===== src/rtl/vsfc_pkg.sv =====
`timescale 1ns / 1ps

package vsfc_pkg;

  // Field widths fixed by the interface
  localparam int OPCODE_W  = 2;
  localparam int OFFSET_W  = 16;
  localparam int ROW_W     = 8;
  localparam int BOFF_W    = 12;
  localparam int LINE_W    = 9;
  localparam int CFG_IDX_W = 1;
  localparam int CFG_DATA_W = 16;

  // Event codes
  localparam logic [OPCODE_W-1:0] OP_HSYNC  = 2'd0;
  localparam logic [OPCODE_W-1:0] OP_VSYNC  = 2'd1;
  localparam logic [OPCODE_W-1:0] OP_SWAP   = 2'd2;
  localparam logic [OPCODE_W-1:0] OP_LOADOF = 2'd3;

  // Register indexes
  localparam logic [CFG_IDX_W-1:0] CFG_DOUBLE_BUF  = 1'd0;
  localparam logic [CFG_IDX_W-1:0] CFG_SCROLL_STEP = 1'd1;

  localparam logic [LINE_W-1:0] LINE_MAX = 9'd511;

  typedef struct packed {
    logic fetch_valid;
    logic fetch_buffer;
    logic vblank_pulse;
    logic front_buffer;
  } fetch_meta_t;

  typedef struct packed {
    fetch_meta_t        meta;
    logic [ROW_W-1:0]   row;
    logic [BOFF_W-1:0]  byte_offset;
  } fetch_res_t;

endpackage


===== src/rtl/vsfc_fetch_pipe.sv =====
`timescale 1ns / 1ps

// Row reduction pipeline: u mod HEIGHT by reciprocal multiply, then byte offset.
// Each stage fills when empty or when the one after it moves on.
module vsfc_fetch_pipe #(
  parameter int HEIGHT     = 137,
  parameter int LINE_BYTES = 29,
  parameter int U_W        = 17
) (
  input  logic                  clk,
  input  logic                  rst_n,
  input  logic                  in_valid,
  output logic                  in_ready,
  input  vsfc_pkg::fetch_meta_t in_meta,
  input  logic [U_W-1:0]        in_u,
  output logic                  out_valid,
  input  logic                  out_stall,
  output vsfc_pkg::fetch_res_t  out_res
);

  // floor(u * M / 2^SHIFT) is exactly floor(u / HEIGHT) for every u below 2^U_W
  localparam int    SHIFT  = U_W + $clog2(HEIGHT + 1);
  localparam longint RECIP = ((longint'(1) << SHIFT) + HEIGHT - 1) / HEIGHT;
  localparam int    M_W    = $clog2(RECIP + 1);
  localparam int    P_W    = U_W + M_W;
  localparam int    LB_W   = $clog2(LINE_BYTES + 1);
  localparam int    BP_W   = (vsfc_pkg::ROW_W + LB_W > vsfc_pkg::BOFF_W) ?
                             vsfc_pkg::ROW_W + LB_W : vsfc_pkg::BOFF_W;

  logic                  vb_r, vc_r, vo_r;
  logic                  rdy_b, rdy_c, rdy_o;
  vsfc_pkg::fetch_meta_t meta_b_r, meta_c_r;
  logic [U_W-1:0]        u_b_r, u_c_r;
  logic [P_W-1:0]        prod_r;
  logic [U_W-1:0]        qh_r;
  logic [U_W-1:0]        quot;
  logic [U_W-1:0]        rem;
  logic [vsfc_pkg::ROW_W-1:0] row;
  logic [BP_W-1:0]       bprod;
  vsfc_pkg::fetch_res_t  res_nxt, res_r;

  assign rdy_o    = ~vo_r | ~out_stall;
  assign rdy_c    = ~vc_r | rdy_o;
  assign rdy_b    = ~vb_r | rdy_c;
  assign in_ready = rdy_b;

  assign quot  = U_W'(prod_r[P_W-1:SHIFT]);
  assign rem   = u_c_r - qh_r;
  assign row   = vsfc_pkg::ROW_W'(rem);
  assign bprod = BP_W'(row) * BP_W'(LINE_BYTES);

  always_comb begin
    res_nxt.meta        = meta_c_r;
    res_nxt.row         = '0;
    res_nxt.byte_offset = '0;
    if (meta_c_r.fetch_valid) begin
      res_nxt.row         = row;
      res_nxt.byte_offset = bprod[vsfc_pkg::BOFF_W-1:0];
    end
  end

  always_ff @(posedge clk) begin
    if (!rst_n) begin
      vb_r <= 1'b0;
      vc_r <= 1'b0;
      vo_r <= 1'b0;
    end else begin
      if (rdy_b) vb_r <= in_valid;
      if (rdy_c) vc_r <= vb_r;
      if (rdy_o) vo_r <= vc_r;
    end
  end

  always_ff @(posedge clk) begin
    if (rdy_b && in_valid) begin
      meta_b_r <= in_meta;
      u_b_r    <= in_u;
      prod_r   <= P_W'(in_u) * P_W'(RECIP);
    end
    if (rdy_c && vb_r) begin
      meta_c_r <= meta_b_r;
      u_c_r    <= u_b_r;
      qh_r     <= U_W'(quot * U_W'(HEIGHT));
    end
    if (rdy_o && vc_r) begin
      res_r <= res_nxt;
    end
  end

  assign out_valid = vo_r;
  assign out_res   = res_r;

endmodule


===== src/rtl/video_scanline_fetch_controller_core.sv =====
`timescale 1ns / 1ps

// Scanline fetch controller for a double-buffered framebuffer scanout.
// Input channel (in_valid / in_stall): one sync or control event per
// transaction, in_opcode selects hsync, vsync, swap request or offset load.
// Every input transaction gives exactly one result transaction on the
// out_ channel (out_valid / out_stall): fetch request, vblank pulse and the
// front buffer after the event.
// Config channel (cfg_valid / cfg_ready, always ready): index 0 enables
// double buffering, index 1 sets the signed scroll step. Write while idle.
// Throughput: one event per cycle while out_stall is low. Each event goes
// through the state register stage, the reciprocal multiply, the
// quotient-times-height multiply and the remainder/byte-offset stage.
// Reset clears the line counter, offset, buffer select, pending swap, both
// registers and all stage valid flags.
// When the receiver stalls, the result holds and empty stages keep filling;
// in_stall rises only once all four stages hold a transaction.
module video_scanline_fetch_controller_core #(
  parameter int FIRST_LINE   = 23,
  parameter int ACTIVE_LINES = 275,
  parameter int LINE_BYTES   = 29
) (
  input  logic                                  clk,
  input  logic                                  rst_n,
  input  logic                                  in_valid,
  output logic                                  in_stall,
  input  logic [vsfc_pkg::OPCODE_W-1:0]         in_opcode,
  input  logic signed [vsfc_pkg::OFFSET_W-1:0]  in_offset_value,
  output logic                                  out_valid,
  input  logic                                  out_stall,
  output logic                                  out_fetch_valid,
  output logic                                  out_fetch_buffer,
  output logic [vsfc_pkg::ROW_W-1:0]            out_fetch_row,
  output logic [vsfc_pkg::BOFF_W-1:0]           out_fetch_byte_offset,
  output logic                                  out_vblank_pulse,
  output logic                                  out_front_buffer,
  input  logic                                  cfg_valid,
  output logic                                  cfg_ready,
  input  logic [vsfc_pkg::CFG_IDX_W-1:0]        cfg_index,
  input  logic [vsfc_pkg::CFG_DATA_W-1:0]       cfg_data
);

  localparam int HEIGHT = (ACTIVE_LINES - 1) / 2;
  // Multiple of HEIGHT that lifts the most negative row sum to zero or above
  localparam int BIAS   = HEIGHT * ((32768 + HEIGHT - 1) / HEIGHT);
  localparam int U_W    = $clog2(HEIGHT + 32767 + BIAS + 1);
  localparam logic [vsfc_pkg::LINE_W-1:0] FL_LINE = vsfc_pkg::LINE_W'(FIRST_LINE);
  localparam logic [vsfc_pkg::LINE_W-1:0] WE_LINE =
    vsfc_pkg::LINE_W'(FIRST_LINE + ACTIVE_LINES);

  logic                          dbe_r;
  logic [15:0]                   step_r;
  logic [vsfc_pkg::LINE_W-1:0]   line_count_r, line_count_nxt, lc_inc, half;
  logic [15:0]                   voff_r, voff_nxt;
  logic                          front_r, front_nxt;
  logic                          pend_r, pend_nxt;
  logic                          in_acc;
  logic                          va_r, rdy_a, pipe_ready;
  vsfc_pkg::fetch_meta_t         meta_nxt, meta_a_r;
  logic [U_W-1:0]                u_nxt, u_a_r;
  logic                          res_valid;
  vsfc_pkg::fetch_res_t          res;

  assign cfg_ready = 1'b1;

  always_ff @(posedge clk) begin
    if (!rst_n) begin
      dbe_r  <= 1'b0;
      step_r <= '0;
    end else if (cfg_valid) begin
      case (cfg_index)
        vsfc_pkg::CFG_DOUBLE_BUF:  dbe_r  <= cfg_data[0];
        vsfc_pkg::CFG_SCROLL_STEP: step_r <= cfg_data;
        default: ;
      endcase
    end
  end

  assign rdy_a    = ~va_r | pipe_ready;
  assign in_stall = ~rdy_a;
  assign in_acc   = in_valid & rdy_a;

  assign lc_inc = (line_count_r != vsfc_pkg::LINE_MAX) ?
                  line_count_r + 9'd1 : line_count_r;
  assign half   = (lc_inc - FL_LINE) >> 1;

  always_comb begin
    line_count_nxt = line_count_r;
    voff_nxt       = voff_r;
    front_nxt      = front_r;
    pend_nxt       = pend_r;
    meta_nxt       = '0;
    u_nxt          = U_W'(half) + U_W'(BIAS) + {{(U_W-16){voff_r[15]}}, voff_r};
    case (in_opcode)
      vsfc_pkg::OP_HSYNC: begin
        line_count_nxt = lc_inc;
        if (lc_inc >= FL_LINE && lc_inc < WE_LINE) begin
          meta_nxt.fetch_valid  = 1'b1;
          meta_nxt.fetch_buffer = dbe_r ? ~front_r : front_r;
        end else if (lc_inc == WE_LINE) begin
          meta_nxt.vblank_pulse = 1'b1;
          if (pend_r && dbe_r) begin
            pend_nxt  = 1'b0;
            front_nxt = ~front_r;
          end
        end
      end
      vsfc_pkg::OP_VSYNC: begin
        line_count_nxt = '0;
        voff_nxt       = voff_r + step_r;
        if (pend_r && dbe_r) begin
          pend_nxt  = 1'b0;
          front_nxt = ~front_r;
        end
      end
      vsfc_pkg::OP_SWAP:   pend_nxt = 1'b1;
      vsfc_pkg::OP_LOADOF: voff_nxt = in_offset_value;
      default: ;
    endcase
    meta_nxt.front_buffer = front_nxt;
  end

  always_ff @(posedge clk) begin
    if (!rst_n) begin
      line_count_r <= '0;
      voff_r       <= '0;
      front_r      <= 1'b0;
      pend_r       <= 1'b0;
      va_r         <= 1'b0;
    end else begin
      if (in_acc) begin
        line_count_r <= line_count_nxt;
        voff_r       <= voff_nxt;
        front_r      <= front_nxt;
        pend_r       <= pend_nxt;
      end
      if (rdy_a) va_r <= in_valid;
    end
  end

  always_ff @(posedge clk) begin
    if (in_acc) begin
      meta_a_r <= meta_nxt;
      u_a_r    <= u_nxt;
    end
  end

  vsfc_fetch_pipe #(
    .HEIGHT     (HEIGHT),
    .LINE_BYTES (LINE_BYTES),
    .U_W        (U_W)
  ) u_pipe (
    .clk       (clk),
    .rst_n     (rst_n),
    .in_valid  (va_r),
    .in_ready  (pipe_ready),
    .in_meta   (meta_a_r),
    .in_u      (u_a_r),
    .out_valid (res_valid),
    .out_stall (out_stall),
    .out_res   (res)
  );

  assign out_valid             = res_valid;
  assign out_fetch_valid       = res.meta.fetch_valid;
  assign out_fetch_buffer      = res.meta.fetch_buffer;
  assign out_fetch_row         = res.row;
  assign out_fetch_byte_offset = res.byte_offset;
  assign out_vblank_pulse      = res.meta.vblank_pulse;
  assign out_front_buffer      = res.meta.front_buffer;

  a_row_in_range: assert property (@(posedge clk) disable iff (!rst_n)
    out_valid && out_fetch_valid |-> out_fetch_row < vsfc_pkg::ROW_W'(HEIGHT))
    else $error("fetch row outside buffer height");

  a_idle_fields_zero: assert property (@(posedge clk) disable iff (!rst_n)
    out_valid && !out_fetch_valid |->
      out_fetch_row == '0 && out_fetch_byte_offset == '0 && !out_fetch_buffer)
    else $error("fetch fields not cleared on a non-fetch result");

  a_stall_only_when_full: assert property (@(posedge clk) disable iff (!rst_n)
    in_stall |-> out_valid && out_stall)
    else $error("input stalled while the pipeline can advance");

  a_front_moves_on_accept: assert property (@(posedge clk) disable iff (!rst_n)
    $past(rst_n) && front_r != $past(front_r) |-> $past(in_acc))
    else $error("front buffer changed without an accepted transaction");

endmodule

===== config.mk =====
export PLATFORM = sky130hd
export DESIGN_NAME = video_scanline_fetch_controller_core
export DESIGN_NICKNAME = d
export VERILOG_FILES = /design/src/rtl/vsfc_pkg.sv /design/src/rtl/vsfc_fetch_pipe.sv /design/src/rtl/video_scanline_fetch_controller_core.sv
export SDC_FILE = /design/constraint.sdc
export NUM_CORES = 1
export LEC_CHECK = 0
export BUFFER_PORTS_ARGS = -buffer_cell sky130_fd_sc_hd__buf_4
export CAP_MARGIN = 5
export CORE_UTILIZATION = 50
export DETAILED_ROUTE_END_ITERATION = 7
export PLACE_DENSITY = 0.67
export SLEW_MARGIN = 20
export SYNTH_ARGS = -nofsm -noshare
export SYNTH_HDL_FRONTEND = slang
export SYNTH_SLANG_ARGS = --single-unit

===== constraint.sdc =====
create_clock -name clk -period 12.3 [get_ports clk]
set_clock_uncertainty 0.1 [all_clocks]
set_input_delay 0.615 -clock clk [delete_from_list [all_inputs] [get_ports clk]]
set_output_delay 0.615 -clock clk [all_outputs]
set_load 0.01 [all_outputs]

==> impl_metrics.csv, run 1 <==
group,metric,value,unit
status,status,"finished, final reports clean",
routing,dr.pass1.iters,4,
logic_synthesis,ys_types,70,
global_routing,gr-usage-all-layers,21.79,%
setup_path,cp.arrival,6.52,ns
setup_path,worst-path-buf-inv,2,
setup_path,timing.critical_path.mode_cell,"fa_1",
logic_synthesis,synth.area.top_cells,"fa_1 21%, ha_1 20%, edfxtp_1 19%",
logic_synthesis,syn_area_per_cell,10.23,um^2
timing,max-slew-margin-rel,31.19,%
clock_network,clkTransAtPathRegs,0.07,ns
timing,post-route-period-util,52.57,%
setup_path,cp.required,12.35,ns
hold_path,hp-class,"flop to flop",
floorplan,core_area,25250,um^2
routing,vias,8729,
logic_synthesis,yosys-top-cells-count,"271 x inv_1, 205 x ha_1, 138 x fa_1",
clock_network,cts_buffers,17,
clock_network,hold_buffers,0,
finish,nets,1710,
logic_synthesis,synth_most_common_cell,"inv_1",
place,port-buffer-count,65,
routing,route.detailed.vias_per_inst,5.227,
setup_path,crit_chain,"fa_1 -> xor2_1 -> ha_1 -> nand2b_1 -> fa_1 -> fa_1 -> fa_1 -> inv_1 -> fa_1 -> inv_1 -> ha_1 -> o21ai_0 -> a221o_1 -> o311ai_1 -> a41oi_1 -> a21oi_1 -> and4_1 -> nor3_1",
setup_path,end_kind,"flop",
routing,drtIter0Drc,448,
clock_network,cts_sinks,131,
finish,syn_to_final_growth,10.86,%
logic_synthesis,yosysTopAreaCellShare,21.36,%
routing,routed_wl,26.34,mm
finish,drive_gt1_share,8.582,%
global_routing,grt_pass1_wl,44.61,mm
global_routing,grt_max_degree,44,
logic_synthesis,synth_fp_nets,1648,
timing,fmax,154.6,MHz
finish,num_antenna_cells,0,
power,p_leak,0.006924,uW
place,pre_cts_ws,5.832,ns
floorplan,start_util,51.22,%
logic_synthesis,yosysSeqAreaShare,26.70,%
logic_synthesis,ys_ff_latch,131,
setup_path,cp_top_family,"adder cells",
setup_path,crit_path_max_incr_delay,0.70,ns
floorplan,die_w,162.8,um
job,cap_violations,0,
clock_network,ctsHtreeMaxLevel,4,
power,p_per_area,272.1,nW/um^2
clock_network,cts-resized-gates,0,
timing,setup_violations,0,
place,gp_congestion,0.9119,
finish,post-route-util,56.78,%
floorplan,dieArea,26520,um^2
finish,fill_cells,2200,
clock_network,cts-root-buf,"clkbuf_16",
setup_path,path_max_fanout,8,
setup_path,critPathLaunchType,"flop",
floorplan,die_height,162.8,um
routing,drtAntennaViolNets,0,
logic_synthesis,ys.warnings.count,0,
routing,wl_per_cell,15.77,um
global_routing,antenna_found_initial,0,
logic_synthesis,syn_area,12930,um^2
clock_network,cts_tree,"done",
global_routing,overflow,0,
timing,layout_setup_ws,5.833,ns
logic_synthesis,synth_top_area_cell,"fa_1",
floorplan,io_pins,67,
finish,final_cells,1670,
logic_synthesis,yosys_most_used_dff,"edfxtp_1",
setup_path,crit_type,"flop to flop",
routing,remaining_drc_errors,0,
logic_synthesis,synth-edff-count,83,
logic_synthesis,async_reset_ff_share,0,%
clock_network,clock_latency,0.43,ns
place,dp_hpwl,21.80,mm
timing,maxSlewViolCount,0,
setup_path,cp_slowest_cell,"fa_1",
clock_network,postCtsSetupBuffers,0,
timing,rsz0062_at_grt,"false",
clock_network,cts.path.max_buffers,2,
floorplan,rows,58,
power,peakVddDrop,0.2146,mV
timing,setup_tns,0,ns
timing,worst_slew_pin_slew,1.028,ns
logic_synthesis,syn-instance-count,1265,
timing,min_period,6.467,ns
global_routing,grt_pass1_vias,8993,
timing,hold_viol,0,
place,placed_cells,1638,
-- final timing paths --
check | startpoint | to | slack [ns] | cells after the start
worst max-delay path | u_a_r[14]$_DFFE_PP_ | u_pipe.prod_r[32]$_DFFE_PP_ | 5.83 | 18
worst min-delay path | u_pipe.u_b_r[1]$_DFFE_PP_ | u_pipe.u_c_r[1]$_DFFE_PP_ | 0.32 | 0
worst max register to register | u_a_r[14]$_DFFE_PP_ | u_pipe.prod_r[32]$_DFFE_PP_ | 5.83 | 18
worst min register to register | u_pipe.u_b_r[1]$_DFFE_PP_ | u_pipe.u_c_r[1]$_DFFE_PP_ | 0.32 | 0
-- registers in the layout, summed over array words and instances (netlist names), 4 cells and up --
name,cells
u_pipe.out_res,22
u_a_r,17
step_r,16
voff_r,16
line_count_r,9
u_pipe.prod_r,9
u_pipe.qh_r,8
u_pipe.u_c_r,8
u_pipe.u_b_r,7
meta_a_r,4
u_pipe.meta_b_r,4
u_pipe.meta_c_r,4
-- metrics by stage --
step / hold WS [ns] / instance area [um^2] / total power (uW)
finish: 0.3175 / 14340 / 3902
detailed placement: 0.3057 / 13760 / 3389
floorplan: 0.3003 / 12930 / 2777
global placement: 0.3016 / 13750 / 3330
global route: 0.3227 / 14340 / 4425
CTS: 0.3136 / 14340 / 3967
-- cell usage in the layout (no fill, tap or decap), types with 3 or more instances in the layout --
cell / count
inv_1: 271
ha_1: 205
fa_1: 138
edfxtp_1: 83
nand2_1: 74
a21oi_1: 71
buf_4: 68
nor2_1: 51
dfxtp_1: 48
xnor2_1: 36
xor2_1: 32
o21ai_0: 26
nand3_1: 21
a21o_1: 21
clkbuf_16: 18
nand2b_1: 11
nor3_1: 11
and2_1: 10
o21bai_1: 10
a211oi_1: 9
and3_1: 8
o211ai_1: 8
a22oi_1: 7
nor2b_1: 6
nor4_1: 6
inv_6: 6
mux2i_1: 5
o221ai_1: 5
a31oi_1: 4
nand4_1: 4
o21a_1: 3
nor3b_1: 3
or3_1: 3
inv_4: 3
-- routing by layer --
| layer | GRT usage, % | wire length, um | part of all wire [%] | vias up |
|---|---|---|---|---|
| li1 | - | - | - | 4291 |
| met1 | 28.04 | 11640 | 44 | 4219 |
| met2 | 38.07 | 13170 | 50 | 189 |
| met3 | 2.979 | 1085 | 4.1 | 30 |
| met4 | 6.287 | 439 | 1.7 | 0 |
| met5 | 0 | 0 | 0 | - |
-- power by group --
group | leakage [uW] | switching [uW] | internal, uW | total, uW
clock network | 0.000294 | 221 | 297 | 518
logic | 0.00547 | 1540 | 1230 | 2760
registers | 0.00116 | 29.5 | 590 | 620
total | 0.00692 | 1790 | 2110 | 3900
-- cell families (layout without fill, tap and decap cells) --
logic type	Yosys count	in the layout	synth area share, %
xor+xnor	69	69	4.730
compound gates	196	196	9.828
flops	131	131	26.70
fa+ha+maj	343	343	41.19
mux	5	5	0.3869
simple gates	223	223	8.328
other cells	1	1	0.02899
buf+inv	297	372	8.812
-- cell type report --
| class | instances | area (um^2) | area share [%] |
|---|---|---|---|
| Clock inverter | 13 | 128.9 | 0.8987 |
| Timing Repair Buffer | 68 | 510.5 | 3.560 |
| Multi-Input combinational cell | 837 | 8359 | 58.29 |
| Clock buffer | 19 | 454.2 | 3.167 |
| Sequential cell | 131 | 3453 | 24.08 |
| Inverter | 272 | 1021 | 7.120 |
| Tap cell | 330 | 412.9 | 2.879 |
No activity file was read; power rests on OpenSTA's default activity.
==> run 2: changes to the inputs <==
--- a/config.mk
+++ b/config.mk
@@ -9,7 +9,7 @@
 export CAP_MARGIN = 5
 export CORE_UTILIZATION = 50
 export DETAILED_ROUTE_END_ITERATION = 7
-export PLACE_DENSITY = 0.67
+export PLACE_DENSITY = 0.7
 export SLEW_MARGIN = 20
 export SYNTH_ARGS = -nofsm -noshare
 export SYNTH_HDL_FRONTEND = slang
==> constraint.sdc (replaced) <==
create_clock -name clk -period 5.3 [get_ports clk]
set_clock_uncertainty 0.1 [all_clocks]
set_input_delay 0.265 -clock clk [delete_from_list [all_inputs] [get_ports clk]]
set_output_delay 0.265 -clock clk [all_outputs]
set_load 0.01 [all_outputs]
==> impl_metrics.csv, run 2 (synthesized netlist as in run 1, its figures left out) <==
group,metric,value,unit
status,status,"finished, violations left",
status,failed_checks,"negative setup slack",
setup_path,cp_top_family,"adder cells",
setup_path,endpoint,"u_pipe.prod_r[32]$_DFFE_PP_",
routing,drtAntennaViolNets,0,
routing,remaining_drc_errors,0,
finish,largest_reg_flops,22,
floorplan,io_pins,67,
setup_path,cp.arrival,5.88,ns
setup_path,crit_type,"flop to flop",
place,dpl_cell_area,14390,um^2
setup_path,end_kind,"flop",
place,port-buffer-count,65,
setup_path,worst-path-buf-inv,2,
setup_path,reg2reg_setup_slack,-0.52,ns
routing,routed_wl,28.00,mm
setup_path,cp-startpoint,"u_a_r[14]$_DFFE_PP_",
clock_network,cts-root-buf,"clkbuf_16",
clock_network,cts.path.max_buffers,2,
setup_path,timing.rr.end,"u_pipe.prod_r[32]$_DFFE_PP_",
hold_path,hp-class,"input pin to flop",
finish,final_common_cell,"inv_1",
global_routing,antenna_found_initial,0,
finish,final_area,15380,um^2
timing,rsz0062_at_grt,"true",
clock_network,cts_buffers,17,
setup_path,cp.depth,18,
setup_path,timing.critical_path.mode_cell,"fa_2",
global_routing,grt_max_degree,43,
timing,worst_slew_pin_slew,0.9306,ns
floorplan,start_util,51.22,%
finish,syn_to_final_growth,18.93,%
finish,post-route-util,60.91,%
place,dp_hpwl,22.45,mm
setup_path,path_max_fanout,4,
power,p_leak,0.007420,uW
timing,hold_viol,0,
place,gp_congestion,0.8917,
finish,drive_gt1_share,16.86,%
timing,min_period,5.819,ns
setup_path,cp_slowest_cell,"fa_2",
power,total_power,10470,uW
floorplan,die_height,162.8,um
clock_network,clock_latency,0.43,ns
finish,num_antenna_cells,0,
clock_network,ctsHtreeMaxLevel,4,
setup_path,crit_chain,"fa_2 -> xor2_2 -> ha_2 -> fa_2 -> fa_2 -> fa_1 -> inv_1 -> fa_1 -> inv_1 -> ha_4 -> o21ai_1 -> a221o_1 -> a41o_1 -> o311ai_4 -> a41oi_2 -> a21oi_2 -> and4_1 -> nor3_2",
finish,layout_common_cells,"264 x inv_1, 196 x ha_1, 150 x buf_4",
routing,dr.pass1.iters,5,
routing,wl_per_cell,15.81,um
timing,maxSlewViolCount,0,
setup_path,crit_path_max_incr_delay,0.64,ns
setup_path,critPathLaunchType,"flop",
floorplan,rows,58,
timing,post-route-period-util,109.8,%
job,cap_violations,0,
finish,nets,1811,
routing,vias,9114,
floorplan,dieArea,26520,um^2
routing,route.detailed.vias_per_inst,5.146,
clock_network,cts_sinks,131,
setup_path,r2r_start,"u_a_r[14]$_DFFE_PP_",
global_routing,overflow,0,
clock_network,cts_tree,"done",
hold_path,hold_depth,3,
setup_path,cp.required,5.36,ns
timing,setup_tns,-2.956,ns
floorplan,core_area,25250,um^2
global_routing,grt_pass1_wl,46.57,mm
power,peakVddDrop,0.5590,mV
global_routing,gr-usage-all-layers,22.67,%
timing,layout_setup_ws,-0.5190,ns
timing,setup_violations,8,
timing,max-slew-margin-rel,37.48,%
global_routing,grt_pass1_vias,9780,
floorplan,die_w,162.8,um
timing,fmax,171.9,MHz
power,p_per_area,680.3,nW/um^2
clock_network,clkTransAtPathRegs,0.06,ns
setup_path,r2r_cells,18,
routing,drtIter0Drc,380,
[run 2: changes by cell type in the layout (fill, tap and decap cells not counted), sizes merged]
cell         previous run  this run
buf                    68       153
dlygate4sd3             0        16
inv                   282       275
clkinv                  2         8
clkinvlp                0         1
[run 2: layout make-up]
class                           count  area (um^2)
Timing Repair Buffer              169         1320
Clock buffer                       19        454.2
Inverter                          272         1021
Tap cell                          330        412.9
Clock inverter                     13        126.4
Fill cell                        2037         9871
Multi-Input combinational cell    837         8596
Sequential cell                   131         3453
[run 2: worst reg2reg max path, stage by stage, from the launching register on]
cell and delay (ns):
edfxtp_1 0.48, fa_2 0.64, xor2_2 0.19, ha_2 0.31
fa_2 0.55, fa_2 0.45, fa_1 0.49, inv_1 0.05
fa_1 0.50, inv_1 0.07, ha_4 0.27, o21ai_1 0.06
a221o_1 0.38, a41o_1 0.25, o311ai_4 0.08, a41oi_2 0.18
a21oi_2 0.25, and4_1 0.22, nor3_2 0.05
[run 2: where the power goes]
part | switching (uW) | total [uW] | internal (uW)
combinational | 4220 | 7860 | 3640
clock | 497 | 1180 | 682
sequential | 59.4 | 1430 | 1370
[run 2: per-stage QoR]
stage	hold WS (ns)	instances	setup WS [ns]
global route	0.01490	1771	-0.7088
global placement	0.3019	1712	-0.4508
finish	0.01335	1771	-0.5190
detailed placement	0.3045	1712	-0.6041
floorplan	0.2889	1265	-0.3357
CTS	0.003338	1763	-0.5095
[run 2: metal layers]
metal / vias to the layer above / track usage (%) / part of all wire, %
met1: 4415 / 27.48 / 43
met2: 173 / 40.95 / 51
met3: 39 / 3.438 / 3.4
met5: - / 0 / 0
li1: 4487 / - / -
met4: 0 / 7.307 / 2.1
[run 2: worst min-delay path by stage]
| stage | from | to | slack, ns |
|---|---|---|---|
| after floorplan | in_valid | va_r$_SDFFE_PN0N_ | 0.29 |
| after detailed placement | u_pipe.u_b_r[5]$_DFFE_PP_ | u_pipe.u_c_r[5]$_DFFE_PP_ | 0.30 |
| after CTS | out_stall | u_pipe.out_valid$_SDFFE_PN0P_ | 0.003 |
| final | out_stall | u_pipe.out_valid$_SDFFE_PN0P_ | 0.01 |
| after global routing | in_valid | va_r$_SDFFE_PN0N_ | 0.01 |
| after global placement | u_pipe.prod_r[0]$_DFFE_PP_ | u_pipe.u_c_r[0]$_DFFE_PP_ | 0.30 |
[run 2: what timing repair did]
| action | 4_1_cts | 5_1_grt |
|---|---|---|
| endpoints found under the hold margin | 17 | 0 |
| hold buffers | 16 | 0 |
| pin swaps | 18 | 36 |
| resized for setup | 9 | 27 |
| buffers inserted | 4 | 8 |
| endpoints found under the setup margin | 8 | 9 |
